File: src/rtl/core/clw_pkg.sv
`default_nettype none

package clw_pkg;

  // request kinds
  localparam logic [2:0] CMD_COMMAND = 3'd0;
  localparam logic [2:0] CMD_DATA    = 3'd1;
  localparam logic [2:0] CMD_GOTO    = 3'd2;
  localparam logic [2:0] CMD_NUMBER  = 3'd3;
  localparam logic [2:0] CMD_INIT    = 3'd4;
  localparam logic [2:0] CMD_CLEAR   = 3'd5;

  localparam logic [15:0] HOLD_RESET = 16'd50000;
  localparam logic [16:0] NUM_CAP    = 17'd99999;
  localparam logic [7:0]  ASCII_ZERO = 8'h30;
  localparam logic [7:0]  LINE_ONE   = 8'h80;
  localparam logic [7:0]  LINE_TWO   = 8'h40;
  localparam logic [7:0]  LCD_CLEAR  = 8'h01;

  typedef struct packed {
    logic capture;
    logic digit_step;
    logic byte_load;
    logic timer_load;
    logic half_set;
    logic index_inc;
  } clw_cmd_t;

  typedef struct packed {
    logic req_empty;
    logic rem_ge_div;
    logic timer_done;
    logic half;
    logic last_byte;
  } clw_stat_t;

  function automatic logic [16:0] pow10(input logic [2:0] idx);
    logic [16:0] r;
    case (idx)
      3'd0:    r = 17'd10000;
      3'd1:    r = 17'd1000;
      3'd2:    r = 17'd100;
      3'd3:    r = 17'd10;
      default: r = 17'd1;
    endcase
    return r;
  endfunction

  function automatic logic [7:0] init_byte(input logic [2:0] idx);
    logic [7:0] r;
    case (idx)
      3'd0:    r = 8'h03;
      3'd1:    r = 8'h02;
      3'd2:    r = 8'h28;
      3'd3:    r = 8'h0C;
      3'd4:    r = 8'h06;
      default: r = 8'h01;
    endcase
    return r;
  endfunction

  function automatic logic [2:0] byte_count(input logic [2:0] kind);
    logic [2:0] r;
    case (kind)
      CMD_NUMBER: r = 3'd5;
      CMD_INIT:   r = 3'd6;
      CMD_CLEAR:  r = 3'd2;
      default:    r = 3'd1;
    endcase
    return r;
  endfunction

endpackage

`default_nettype wire

File: src/rtl/core/clw_datapath.sv
`default_nettype none

module clw_datapath #(
  parameter int LINES   = 2,
  parameter int COLUMNS = 16
) (
  input  wire                 clk_i,
  input  wire                 rst_ni,
  input  wire                 cfg_we_i,
  input  wire  [15:0]         cfg_wdata_i,
  input  wire  [2:0]          cmd_i,
  input  wire  [7:0]          byte_value_i,
  input  wire  [7:0]          row_i,
  input  wire  [7:0]          col_i,
  input  wire  [16:0]         number_i,
  input  clw_pkg::clw_cmd_t   cmd_d_i,
  output clw_pkg::clw_stat_t  stat_o,
  output logic                register_select_o,
  output logic [3:0]          nibble_o,
  output logic                last_o
);

  logic [15:0] hold_q;
  logic [2:0]  kind_q;
  logic [7:0]  bv_q;
  logic [7:0]  pos_q;
  logic [2:0]  idx_q;
  logic [16:0] rem_q;
  logic [3:0]  digit_q;
  logic [7:0]  byte_q;
  logic        half_q;
  logic [15:0] timer_q;

  logic [7:0]  pos_d;
  logic [7:0]  col_off;
  logic [16:0] div;
  logic [7:0]  byte_sel;
  logic        last_byte;

  always_ff @(posedge clk_i or negedge rst_ni) begin
    if (!rst_ni) begin
      hold_q <= clw_pkg::HOLD_RESET;
    end else if (cfg_we_i) begin
      hold_q <= cfg_wdata_i;
    end
  end

  // goto address: line base plus column, out-of-range column goes to column 0
  assign col_off = (col_i < 8'(COLUMNS)) ? col_i : 8'h00;
  assign pos_d   = (clw_pkg::LINE_ONE | (row_i[0] ? clw_pkg::LINE_TWO : 8'h00)) + col_off;

  assign div = clw_pkg::pow10(idx_q);

  always_comb begin
    case (kind_q)
      clw_pkg::CMD_COMMAND: byte_sel = bv_q;
      clw_pkg::CMD_DATA:    byte_sel = bv_q;
      clw_pkg::CMD_GOTO:    byte_sel = pos_q;
      clw_pkg::CMD_NUMBER:  byte_sel = clw_pkg::ASCII_ZERO + {4'h0, digit_q};
      clw_pkg::CMD_INIT:    byte_sel = clw_pkg::init_byte(idx_q);
      default:              byte_sel = (idx_q == 3'd0) ? clw_pkg::LCD_CLEAR : clw_pkg::LINE_ONE;
    endcase
  end

  always_ff @(posedge clk_i) begin
    if (cmd_d_i.capture) begin
      kind_q  <= cmd_i;
      bv_q    <= byte_value_i;
      pos_q   <= pos_d;
      idx_q   <= 3'd0;
      rem_q   <= (number_i > clw_pkg::NUM_CAP) ? clw_pkg::NUM_CAP : number_i;
      digit_q <= 4'd0;
    end else begin
      if (cmd_d_i.digit_step) begin
        rem_q   <= rem_q - div;
        digit_q <= digit_q + 4'd1;
      end
      if (cmd_d_i.byte_load) begin
        byte_q  <= byte_sel;
        half_q  <= 1'b0;
        digit_q <= 4'd0;
      end
      if (cmd_d_i.half_set) begin
        half_q <= 1'b1;
      end
      if (cmd_d_i.index_inc) begin
        idx_q <= idx_q + 3'd1;
      end
    end
    if (cmd_d_i.timer_load) begin
      timer_q <= hold_q;
    end else begin
      timer_q <= timer_q - 16'd1;
    end
  end

  assign last_byte = (idx_q == (clw_pkg::byte_count(kind_q) - 3'd1));

  always_comb begin
    stat_o.req_empty  = (cmd_i > clw_pkg::CMD_CLEAR) ||
                        ((cmd_i == clw_pkg::CMD_GOTO) && (row_i >= 8'(LINES)));
    stat_o.rem_ge_div = (kind_q == clw_pkg::CMD_NUMBER) && (rem_q >= div);
    stat_o.timer_done = (timer_q == 16'd1);
    stat_o.half       = half_q;
    stat_o.last_byte  = last_byte;
  end

  assign register_select_o = (kind_q == clw_pkg::CMD_DATA) || (kind_q == clw_pkg::CMD_NUMBER);
  assign nibble_o          = half_q ? byte_q[3:0] : byte_q[7:4];
  assign last_o            = half_q && last_byte;

endmodule

`default_nettype wire

File: src/rtl/core/clw_ctrl.sv
`default_nettype none

module clw_ctrl (
  input  wire                 clk_i,
  input  wire                 rst_ni,
  input  wire                 in_valid_i,
  output logic                in_stall_o,
  output logic                out_valid_o,
  input  wire                 out_stall_i,
  input  clw_pkg::clw_stat_t  stat_i,
  output clw_pkg::clw_cmd_t   cmd_o
);

  typedef enum logic [1:0] {
    ST_IDLE,
    ST_PREP,
    ST_WAIT,
    ST_SHOW
  } state_e;

  state_e state_q, state_d;
  logic   out_valid_q, out_valid_d;

  always_comb begin
    state_d     = state_q;
    out_valid_d = out_valid_q;
    cmd_o       = '0;
    unique case (state_q)
      ST_IDLE: begin
        if (in_valid_i && !stat_i.req_empty) begin
          cmd_o.capture = 1'b1;
          state_d       = ST_PREP;
        end
      end
      ST_PREP: begin
        // number digits come out by repeated subtraction of the place value
        if (stat_i.rem_ge_div) begin
          cmd_o.digit_step = 1'b1;
        end else begin
          cmd_o.byte_load  = 1'b1;
          cmd_o.timer_load = 1'b1;
          state_d          = ST_WAIT;
        end
      end
      ST_WAIT: begin
        if (stat_i.timer_done) begin
          out_valid_d = 1'b1;
          state_d     = ST_SHOW;
        end
      end
      ST_SHOW: begin
        if (!out_stall_i) begin
          out_valid_d = 1'b0;
          if (!stat_i.half) begin
            cmd_o.half_set   = 1'b1;
            cmd_o.timer_load = 1'b1;
            state_d          = ST_WAIT;
          end else if (stat_i.last_byte) begin
            state_d = ST_IDLE;
          end else begin
            cmd_o.index_inc = 1'b1;
            state_d         = ST_PREP;
          end
        end
      end
      default: state_d = ST_IDLE;
    endcase
  end

  always_ff @(posedge clk_i or negedge rst_ni) begin
    if (!rst_ni) begin
      state_q     <= ST_IDLE;
      out_valid_q <= 1'b0;
    end else begin
      state_q     <= state_d;
      out_valid_q <= out_valid_d;
    end
  end

  assign in_stall_o  = (state_q != ST_IDLE);
  assign out_valid_o = out_valid_q;

endmodule

`default_nettype wire

File: src/rtl/core/char_lcd_4bit_write_sequencer_unit.sv
// sequence: each nibble shows when the strobe hold timer, loaded from the hold
//   register, runs out; for numbers the subtract loop finds the digit before the
//   timer is loaded; the low nibble's timer starts once its high nibble is taken
// requests: one at a time (in_stall_o while busy), 2 to 12 nibbles each
// reset: controller idle, no result pending, strobe hold register back to 50000
`default_nettype none

module char_lcd_4bit_write_sequencer_unit #(
  parameter int LINES   = 2,
  parameter int COLUMNS = 16
) (
  input  wire         clk_i,
  input  wire         rst_ni,
  input  wire         cfg_we_i,
  input  wire  [15:0] cfg_wdata_i,
  input  wire         in_valid_i,
  output logic        in_stall_o,
  input  wire  [2:0]  cmd_i,
  input  wire  [7:0]  byte_value_i,
  input  wire  [7:0]  row_i,
  input  wire  [7:0]  col_i,
  input  wire  [16:0] number_i,
  output logic        out_valid_o,
  input  wire         out_stall_i,
  output logic        register_select_o,
  output logic [3:0]  nibble_o,
  output logic        last_o
);

  clw_pkg::clw_cmd_t  dp_cmd;
  clw_pkg::clw_stat_t dp_stat;

  clw_ctrl u_ctrl (
    .clk_i       (clk_i),
    .rst_ni      (rst_ni),
    .in_valid_i  (in_valid_i),
    .in_stall_o  (in_stall_o),
    .out_valid_o (out_valid_o),
    .out_stall_i (out_stall_i),
    .stat_i      (dp_stat),
    .cmd_o       (dp_cmd)
  );

  clw_datapath #(
    .LINES   (LINES),
    .COLUMNS (COLUMNS)
  ) u_datapath (
    .clk_i             (clk_i),
    .rst_ni            (rst_ni),
    .cfg_we_i          (cfg_we_i),
    .cfg_wdata_i       (cfg_wdata_i),
    .cmd_i             (cmd_i),
    .byte_value_i      (byte_value_i),
    .row_i             (row_i),
    .col_i             (col_i),
    .number_i          (number_i),
    .cmd_d_i           (dp_cmd),
    .stat_o            (dp_stat),
    .register_select_o (register_select_o),
    .nibble_o          (nibble_o),
    .last_o            (last_o)
  );

endmodule

`default_nettype wire

File: config.mk
export PLATFORM = sky130hd
export DESIGN_NAME = char_lcd_4bit_write_sequencer_unit
export DESIGN_NICKNAME = d
export VERILOG_FILES = /design/src/rtl/core/clw_pkg.sv /design/src/rtl/core/clw_datapath.sv /design/src/rtl/core/clw_ctrl.sv /design/src/rtl/core/char_lcd_4bit_write_sequencer_unit.sv
export SDC_FILE = /design/constraint.sdc
export NUM_CORES = 1
export LEC_CHECK = 0
export ABC_CLOCK_PERIOD_IN_PS = 6000
export BUFFER_PORTS_ARGS = -buffer_cell sky130_fd_sc_hd__buf_2
export CAP_MARGIN = 10
export CORE_AREA = 2 2 92 138
export CTS_BUF_LIST = sky130_fd_sc_hd__clkbuf_2 sky130_fd_sc_hd__clkbuf_4 sky130_fd_sc_hd__clkbuf_8
export CTS_CLUSTER_DIAMETER = 120
export DETAILED_ROUTE_END_ITERATION = 12
export DIE_AREA = 0 0 94 140
export GPL_TIMING_DRIVEN = 1
export HOLD_SLACK_MARGIN = 0.06
export PLACE_DENSITY = 0.6
export SYNTH_ARGS = -nofsm -noshare
export SYNTH_HDL_FRONTEND = slang
export SYNTH_SLANG_ARGS = --single-unit
File: constraint.sdc
create_clock -name clk_i -period 6 [get_ports clk_i]
set_clock_uncertainty 0.2 [all_clocks]
set_input_delay 1.2 -clock clk_i [delete_from_list [all_inputs] [get_ports clk_i]]
set_output_delay 1.2 -clock clk_i [all_outputs]
set_load 0.03 [all_outputs]
# Yosys cells after proc, flatten, opt, wreduce, memory -nomap -nowiden
# Index checks and enable logic that the tools add are counted.
# Widths: inputs -> output; s select.
[word_totals]
reg_bits = 87
latchBits = 0
mem_bits_rw = 0
mem_bits_ro = 0
out_inout_bits = 8
wordCells = 98
mem_count = 0
[classes]
addsub = 7
mul = 0
div = 0
order_cmp = 5
eq_ne = 19
shift = 0
n_mux = 34
bitwise = 1
reduce_logical = 20
[op_table]
columns = ["operator", "count"]
rows = [
  ["$pmux 14 s4", 1],
  ["$mux 17", 3],
  ["$pmux 8 s4", 1],
  ["$pmux 6 s5", 1],
  ["$mux 2", 9],
  ["$ge 17x14->1", 1],
  ["$gt 17x17->1 const B", 1],
  ["$sub 17x14->17", 1],
  ["$eq 16x1->1 const B", 1],
  ["$mux 16", 1],
  ["$mux 8", 2],
  ["$sub 16x1->16 const B", 1],
  ["$eq 3x2->1 const B", 5],
  ["$eq 3x3->1 const B", 3],
  ["$mux 1", 9],
  ["$pmux 3 s3", 1],
  ["$add 8x8->8", 1],
  ["$ge 8x2->1 const B", 1],
  ["$lt 8x5->1 const B", 1],
  ["$pmux 2 s4", 1],
  ["$reduce_bool 2->1", 4],
  ["$add 6x4->7 const A", 1],
  ["$mux 7", 1],
  ["$eq 3x1->1 const B", 2],
  ["22 further kinds", 33],
]

# Logic depth before layout (Yosys ltp)
[logic_depth]
ltp_word = 10
ltp_mapped = 13
mapped_depth_nobuf = 12

# Hierarchy
# A second synthesis with hierarchy kept.
[hier_totals]
hier_cells = 504
hier_area_um2 = 5067.4
[modules_own_cells]
columns = ["mod", "instances", "cells_each", "area_per_inst_um2", "seq_area_each_um2"]
rows = [
  ["clw_datapath", 1, 481, 4849.7, 2219.6],
  ["clw_ctrl", 1, 23, 217.7, 75.1],
]

# Worst setup path before layout
# No wires, ideal clock.
[synth_path]
kind = "register -> register"
from = "reg u_datapath.idx_q[0]"
to = "reg u_datapath.rem_q[0] (enable)"
setup_ns = 0.417
arrival_time_ns = 3.580
required_time_ns = 5.383
slack_ns = 1.803
path_stages_with_launch = 12
path_buffers = 0
cell_sequence = "dfxtp_1 -> inv_1 -> ha_1 -> inv_1 -> nor2_1 -> inv_1 -> ha_1 -> nand3_1 -> or3_4 -> a2111oi_4 -> o31ai_4 -> o21ai_0"
[synth_via]
elab_chain_len = 7
[synth_lines]
columns = ["item", "line_no", "rtl"]
rows = [
  ["start: declaration", "clw_datapath.sv:27", "logic [2:0] idx_q;"],
  ["start signal: assignment", "clw_datapath.sv:87", "idx_q <= idx_q + 3'd1;"],
  ["$eq 3x2->1 (tied with other cells)", "clw_pkg.sv:39", "case (idx)"],
  ["$pmux 14 s4 *", "clw_pkg.sv:39", ""],
  ["$ge 17x14->1 *", "clw_datapath.sv:102", "stat_o.rem_ge_div = (kind_q == clw_pkg::CMD_NUMBER) && (rem_q >= div);"],
  ["$logic_and 1x1->1 *", "clw_datapath.sv:102", ""],
  ["$mux 1 *", "clw_ctrl.sv:37", "if (stat_i.rem_ge_div) begin"],
  ["$mux 2 *", "clw_ctrl.sv:28", "unique case (state_q)"],
  ["$reduce_bool 2->1 (no line) *", "--", ""],
  ["end signal: assignment", "clw_datapath.sv:71", "rem_q <= (number_i > clw_pkg::NUM_CAP) ? clw_pkg::NUM_CAP : number_i;"],
  ["end signal: assignment", "clw_datapath.sv:75", "rem_q <= rem_q - div;"],
  ["end: declaration", "clw_datapath.sv:28", "logic [16:0] rem_q;"],
]
# Mark *: on every way between the ends. The rest lies on a longest branch, timed or not.
# A chain may end at the register's enable or synchronous reset.

# Final worst setup path
[layout_path]
from = "reg u_datapath.idx_q[0]"
to = "reg u_datapath.timer_q[15]"
[layout_via]
elab_chain_len = 7
[layout_lines]
columns = ["item", "line_no", "rtl"]
rows = [
  ["$eq 3x2->1 (tied with other cells)", "clw_pkg.sv:39", ""],
  ["$pmux 14 s4 *", "clw_pkg.sv:39", ""],
  ["$ge 17x14->1 *", "clw_datapath.sv:102", ""],
  ["$logic_and 1x1->1 *", "clw_datapath.sv:102", ""],
  ["$mux 2 *", "clw_ctrl.sv:37", ""],
  ["$pmux 1 s2 *", "clw_ctrl.sv:28", ""],
  ["$mux 16 *", "clw_datapath.sv:90", "if (cmd_d_i.timer_load) begin"],
  ["end signal: assignment", "clw_datapath.sv:91", "timer_q <= hold_q;"],
  ["end signal: assignment", "clw_datapath.sv:93", "timer_q <= timer_q - 16'd1;"],
  ["end: declaration", "clw_datapath.sv:32", "logic [15:0] timer_q;"],
]
# Marks and branches as above.

==> flow_summary.yaml <==
synth:
  ys_top_cells_by_area: "edfxtp_1 (28%), dfxtp_1 (9.6%), dfrtp_1 (6.8%)"
  syn_area_um2: 4801
  synth_top_cell_by_area: "edfxtp_1"
  yosys.area_share.xor_xnor_pct: 5.108
  ys_ff_latch: 87
  seq_area_frac_synth_pct: 47.80
  synth_fa_ha_area_share_pct: 5.890
  synthSimpleGateAreaFrac_pct: 14.73
  syn-instance-count: 454
  muxShareOfSynthArea_pct: 8.887
  async_flop_share_pct: 21.84
  synth_edf_count: 45
  netlist_top_cells_count: "edfxtp_1 (45), a21oi_1 (34), nand2_1 (34)"
  synth_most_common_cell: "edfxtp_1"
  synth_compound_area_share_pct: 13.53
  synth_top_area_share_pct: 28.15
  postSynthAreaPerCell_um2: 10.57
  synth_cell_types: 62
  synth_top_family_by_area: "simple AND/OR/NAND/NOR gates"
  ys.warnings.count: 0
  yosys_most_used_dff: "edfxtp_1"
worst_setup_path:
  path_buf_inv: 3
  worst_ep_arrival_time_ps: 3970
  max_stage_delay_ps: 590
  crit_fanout: 17
  critPathLaunchType: "flip-flop"
  rrSetupSlack_ps: 2080
  critPathKind: "reg2reg"
  critPathTopFamily: "compound AO/OA/AOI/OAI gates"
  end_kind: "flip-flop"
  critPathSlowestCell: "a21oi_4"
  critPathRequiredTime_ps: 6060
  cp_common_cell: "inv_1"
  worstPathCellList: "inv_1 > ha_1 > inv_1 > nor2_1 > inv_1 > ha_1 > nand3_1 > or3_4 > a2111oi_4 > o31ai_4 > a21oi_4 > mux2_2"
routing:
  vias: 3600
  wl_um: 10490
  drtPass1Iterations: 4
  wl_per_cell_um: 15.31
  drt_iter0_drc: 237
  ant_nets: 0
  drcViolationCount: 0
  viasPerCell: 5.255
placed_design:
  port_buffers: 72
  post-dp-hpwl_um: 8031
  gp_congestion: 0.8482
  placed_area_um2: 5301
pwr:
  p_per_area_nw_per_um2: 423.5
  peakVddDrop_v: 0.0002182
  p_leak_nw: 2.300
timing:
  slew-limit-headroom_pct: 55.57
  drv_slew: 0
  grt_setup_unrepaired: "no"
  fin_crit_ps: 3917
  finalCritPeriodShare_pct: 65.28
  hold_violations: 0
  setup_viol: 0
  tns_ps: 0
  fmax_mhz: 255.3
  worstMarginPinSlew_ps: 664.9
global_routing:
  grt_use_total_pct: 16.56
  grt.met3_usage_pct: 3.281
  antenna_found_initial: 0
  use_met1_pct: 18.35
  grt_max_degree: 38
  grt_pass1_vias: 3642
  grt_pass1_wl_um: 17020
  grt-ovfl-total: 0
  grt.busiest_layer: "met2"
  grt_use_met2_pct: 30.08
clocking:
  cts_tree: "done"
  insertion_delay_ps: 370
  post_cts_buffers: 0
  cts_resized: 0
  numCtsBuffers: 9
  ctsHoldBuffers: 0
  clk_pin_slew_ps: 90
  root_buffer: "clkbuf_8"
  cts_sinks: 87
  cts_buffer_depth: 2
  htree_num_levels: 3
run_status:
  outcome: "finished clean"
floorplan:
  die_area_um2: 13160
  io_pins: 73
  num_rows: 49
  chipHeight_um: 140
  core_um2: 11960
  die_w_um: 94
  initial_core_util_pct: 40.16
finish:
  antennaDiodeCount: 0
  fin_nets: 614
  final_area_um2: 5529
  syn_to_final_growth_pct: 15.17
  drive_above_1_share_pct: 26.13
hold_path:
  hp-class: "reg2reg"
job:
  maxCapViolations: 0
==> logic make-up (layout without fill, tap and decap cells) <==
kind of cell             after synthesis  in the layout
AO/OA/AOI/OAI                         97             97
adder cells (fa/ha/maj)               22             22
buffers and inverters                 44            120
AND/OR/NAND/NOR                      139            139
other                                  1              3
XOR/XNOR                              28             28
multiplexers                          36             36
flip-flops                            87             87
==> worst register-to-register path, cell delays in order, from the launching register on <==
cell       delay (ps)
dfxtp_1           340
inv_1             150
ha_1              210
inv_1              60
nor2_1            220
inv_1             130
ha_1              420
nand3_1           120
or3_4             370
a2111oi_4         380
o31ai_4           180
a21oi_4           600
mux2_2            410
==> metal layers <==
layer / up-vias / part of all wire, %
met3: 18 / 4.1
met4: 0 / 2.4
met2: 70 / 54
met5: - / 0
met1: 1708 / 40
li1: 1804 / -
==> placed cells by master, fill, tap and decap left out, types with 4 or more instances in the layout <==
cell type  synthesis  final
a31oi_1            4      4
mux2_2            25     25
xnor2_1           11     11
nor2b_1            5      5
mux2_4             7      7
nand3_1            7      7
xor2_1            17     17
dfxtp_1           23     23
buf_2              2     73
edfxtp_1          45     45
nor4_1             6      6
nand2_1           34     34
or3_1              5      5
ha_1              21     21
inv_1             28     28
nor3_1            13     13
o22ai_1           10     10
nand2b_1           5      5
a21oi_1           34     34
mux2i_1            4      4
and2_1             7      7
or4_1              7      7
dfstp_2            6      6
dfrtp_1           13     13
o21ai_0           18     17
clkbuf_8           0      9
nor2_1            33     33
o211ai_1           4      4
==> path summary, 6_finish.rpt <==
path	start	end	cells past startpoint
setup / recovery	u_datapath.idx_q[0]	u_datapath.timer_q[15]	12
hold / removal	u_datapath.hold_q[13]	u_datapath.timer_q[13]	1
setup reg to reg	u_datapath.idx_q[0]	u_datapath.timer_q[15]	12
hold reg to reg	u_datapath.hold_q[13]	u_datapath.timer_q[13]	1
max in group asynchronous	rst_ni	u_datapath.hold_q[9]	1
min in group asynchronous	rst_ni	u_datapath.hold_q[3]	1
==> power by group <==
group | switching [W] | internal [W]
Sequential | 0.000117 | 0.000808
Combinational | 0.000513 | 0.000436
Clock | 0.000229 | 0.000239
Total | 0.000858 | 0.00148
==> state kept, by name, indices dropped and copies added, names as in the netlist <==
| register | flops |
|---|---|
| u_datapath.digit_q | 4 |
| u_datapath.half_q | 1 |
| u_datapath.rem_q | 17 |
| u_datapath.kind_q | 3 |
| u_datapath.hold_q | 16 |
| u_ctrl.state_q | 2 |
| u_ctrl.out_valid_o | 1 |
| u_datapath.bv_q | 8 |
| u_datapath.timer_q | 16 |
| u_datapath.idx_q | 3 |
| u_datapath.pos_q | 8 |
| u_datapath.byte_q | 8 |
==> metrics by stage <==
step / std cells / power [W] / utilization (%) / hold slack, ps / setup WS [ps]
after detailed placement: 669 / 0.001878 / 44.34 / 290.9 / 2083
after global placement: 668 / 0.001846 / 44.30 / 283.6 / 2174
after floorplan: 456 / 0.001658 / - / 270.1 / 1803
final: 685 / 0.002341 / 46.25 / 295.7 / 2083
after global routing: 685 / 0.002506 / 46.25 / 326.2 / 1859
after CTS: 685 / 0.002353 / 46.25 / 302.6 / 2052
==> final cells by class <==
| type | instances | area, um2 |
|---|---|---|
| Fill cell | 1140 | 6426 |
| Multi-Input combinational cell | 325 | 2322 |
| Sequential cell | 87 | 2295 |
| Timing Repair Buffer | 76 | 387.9 |
| Tap cell | 153 | 191.4 |
| Clock buffer | 9 | 123.9 |
| Inverter | 28 | 105.1 |
| Clock inverter | 7 | 103.9 |
Power figures use the tool's default switching activity.
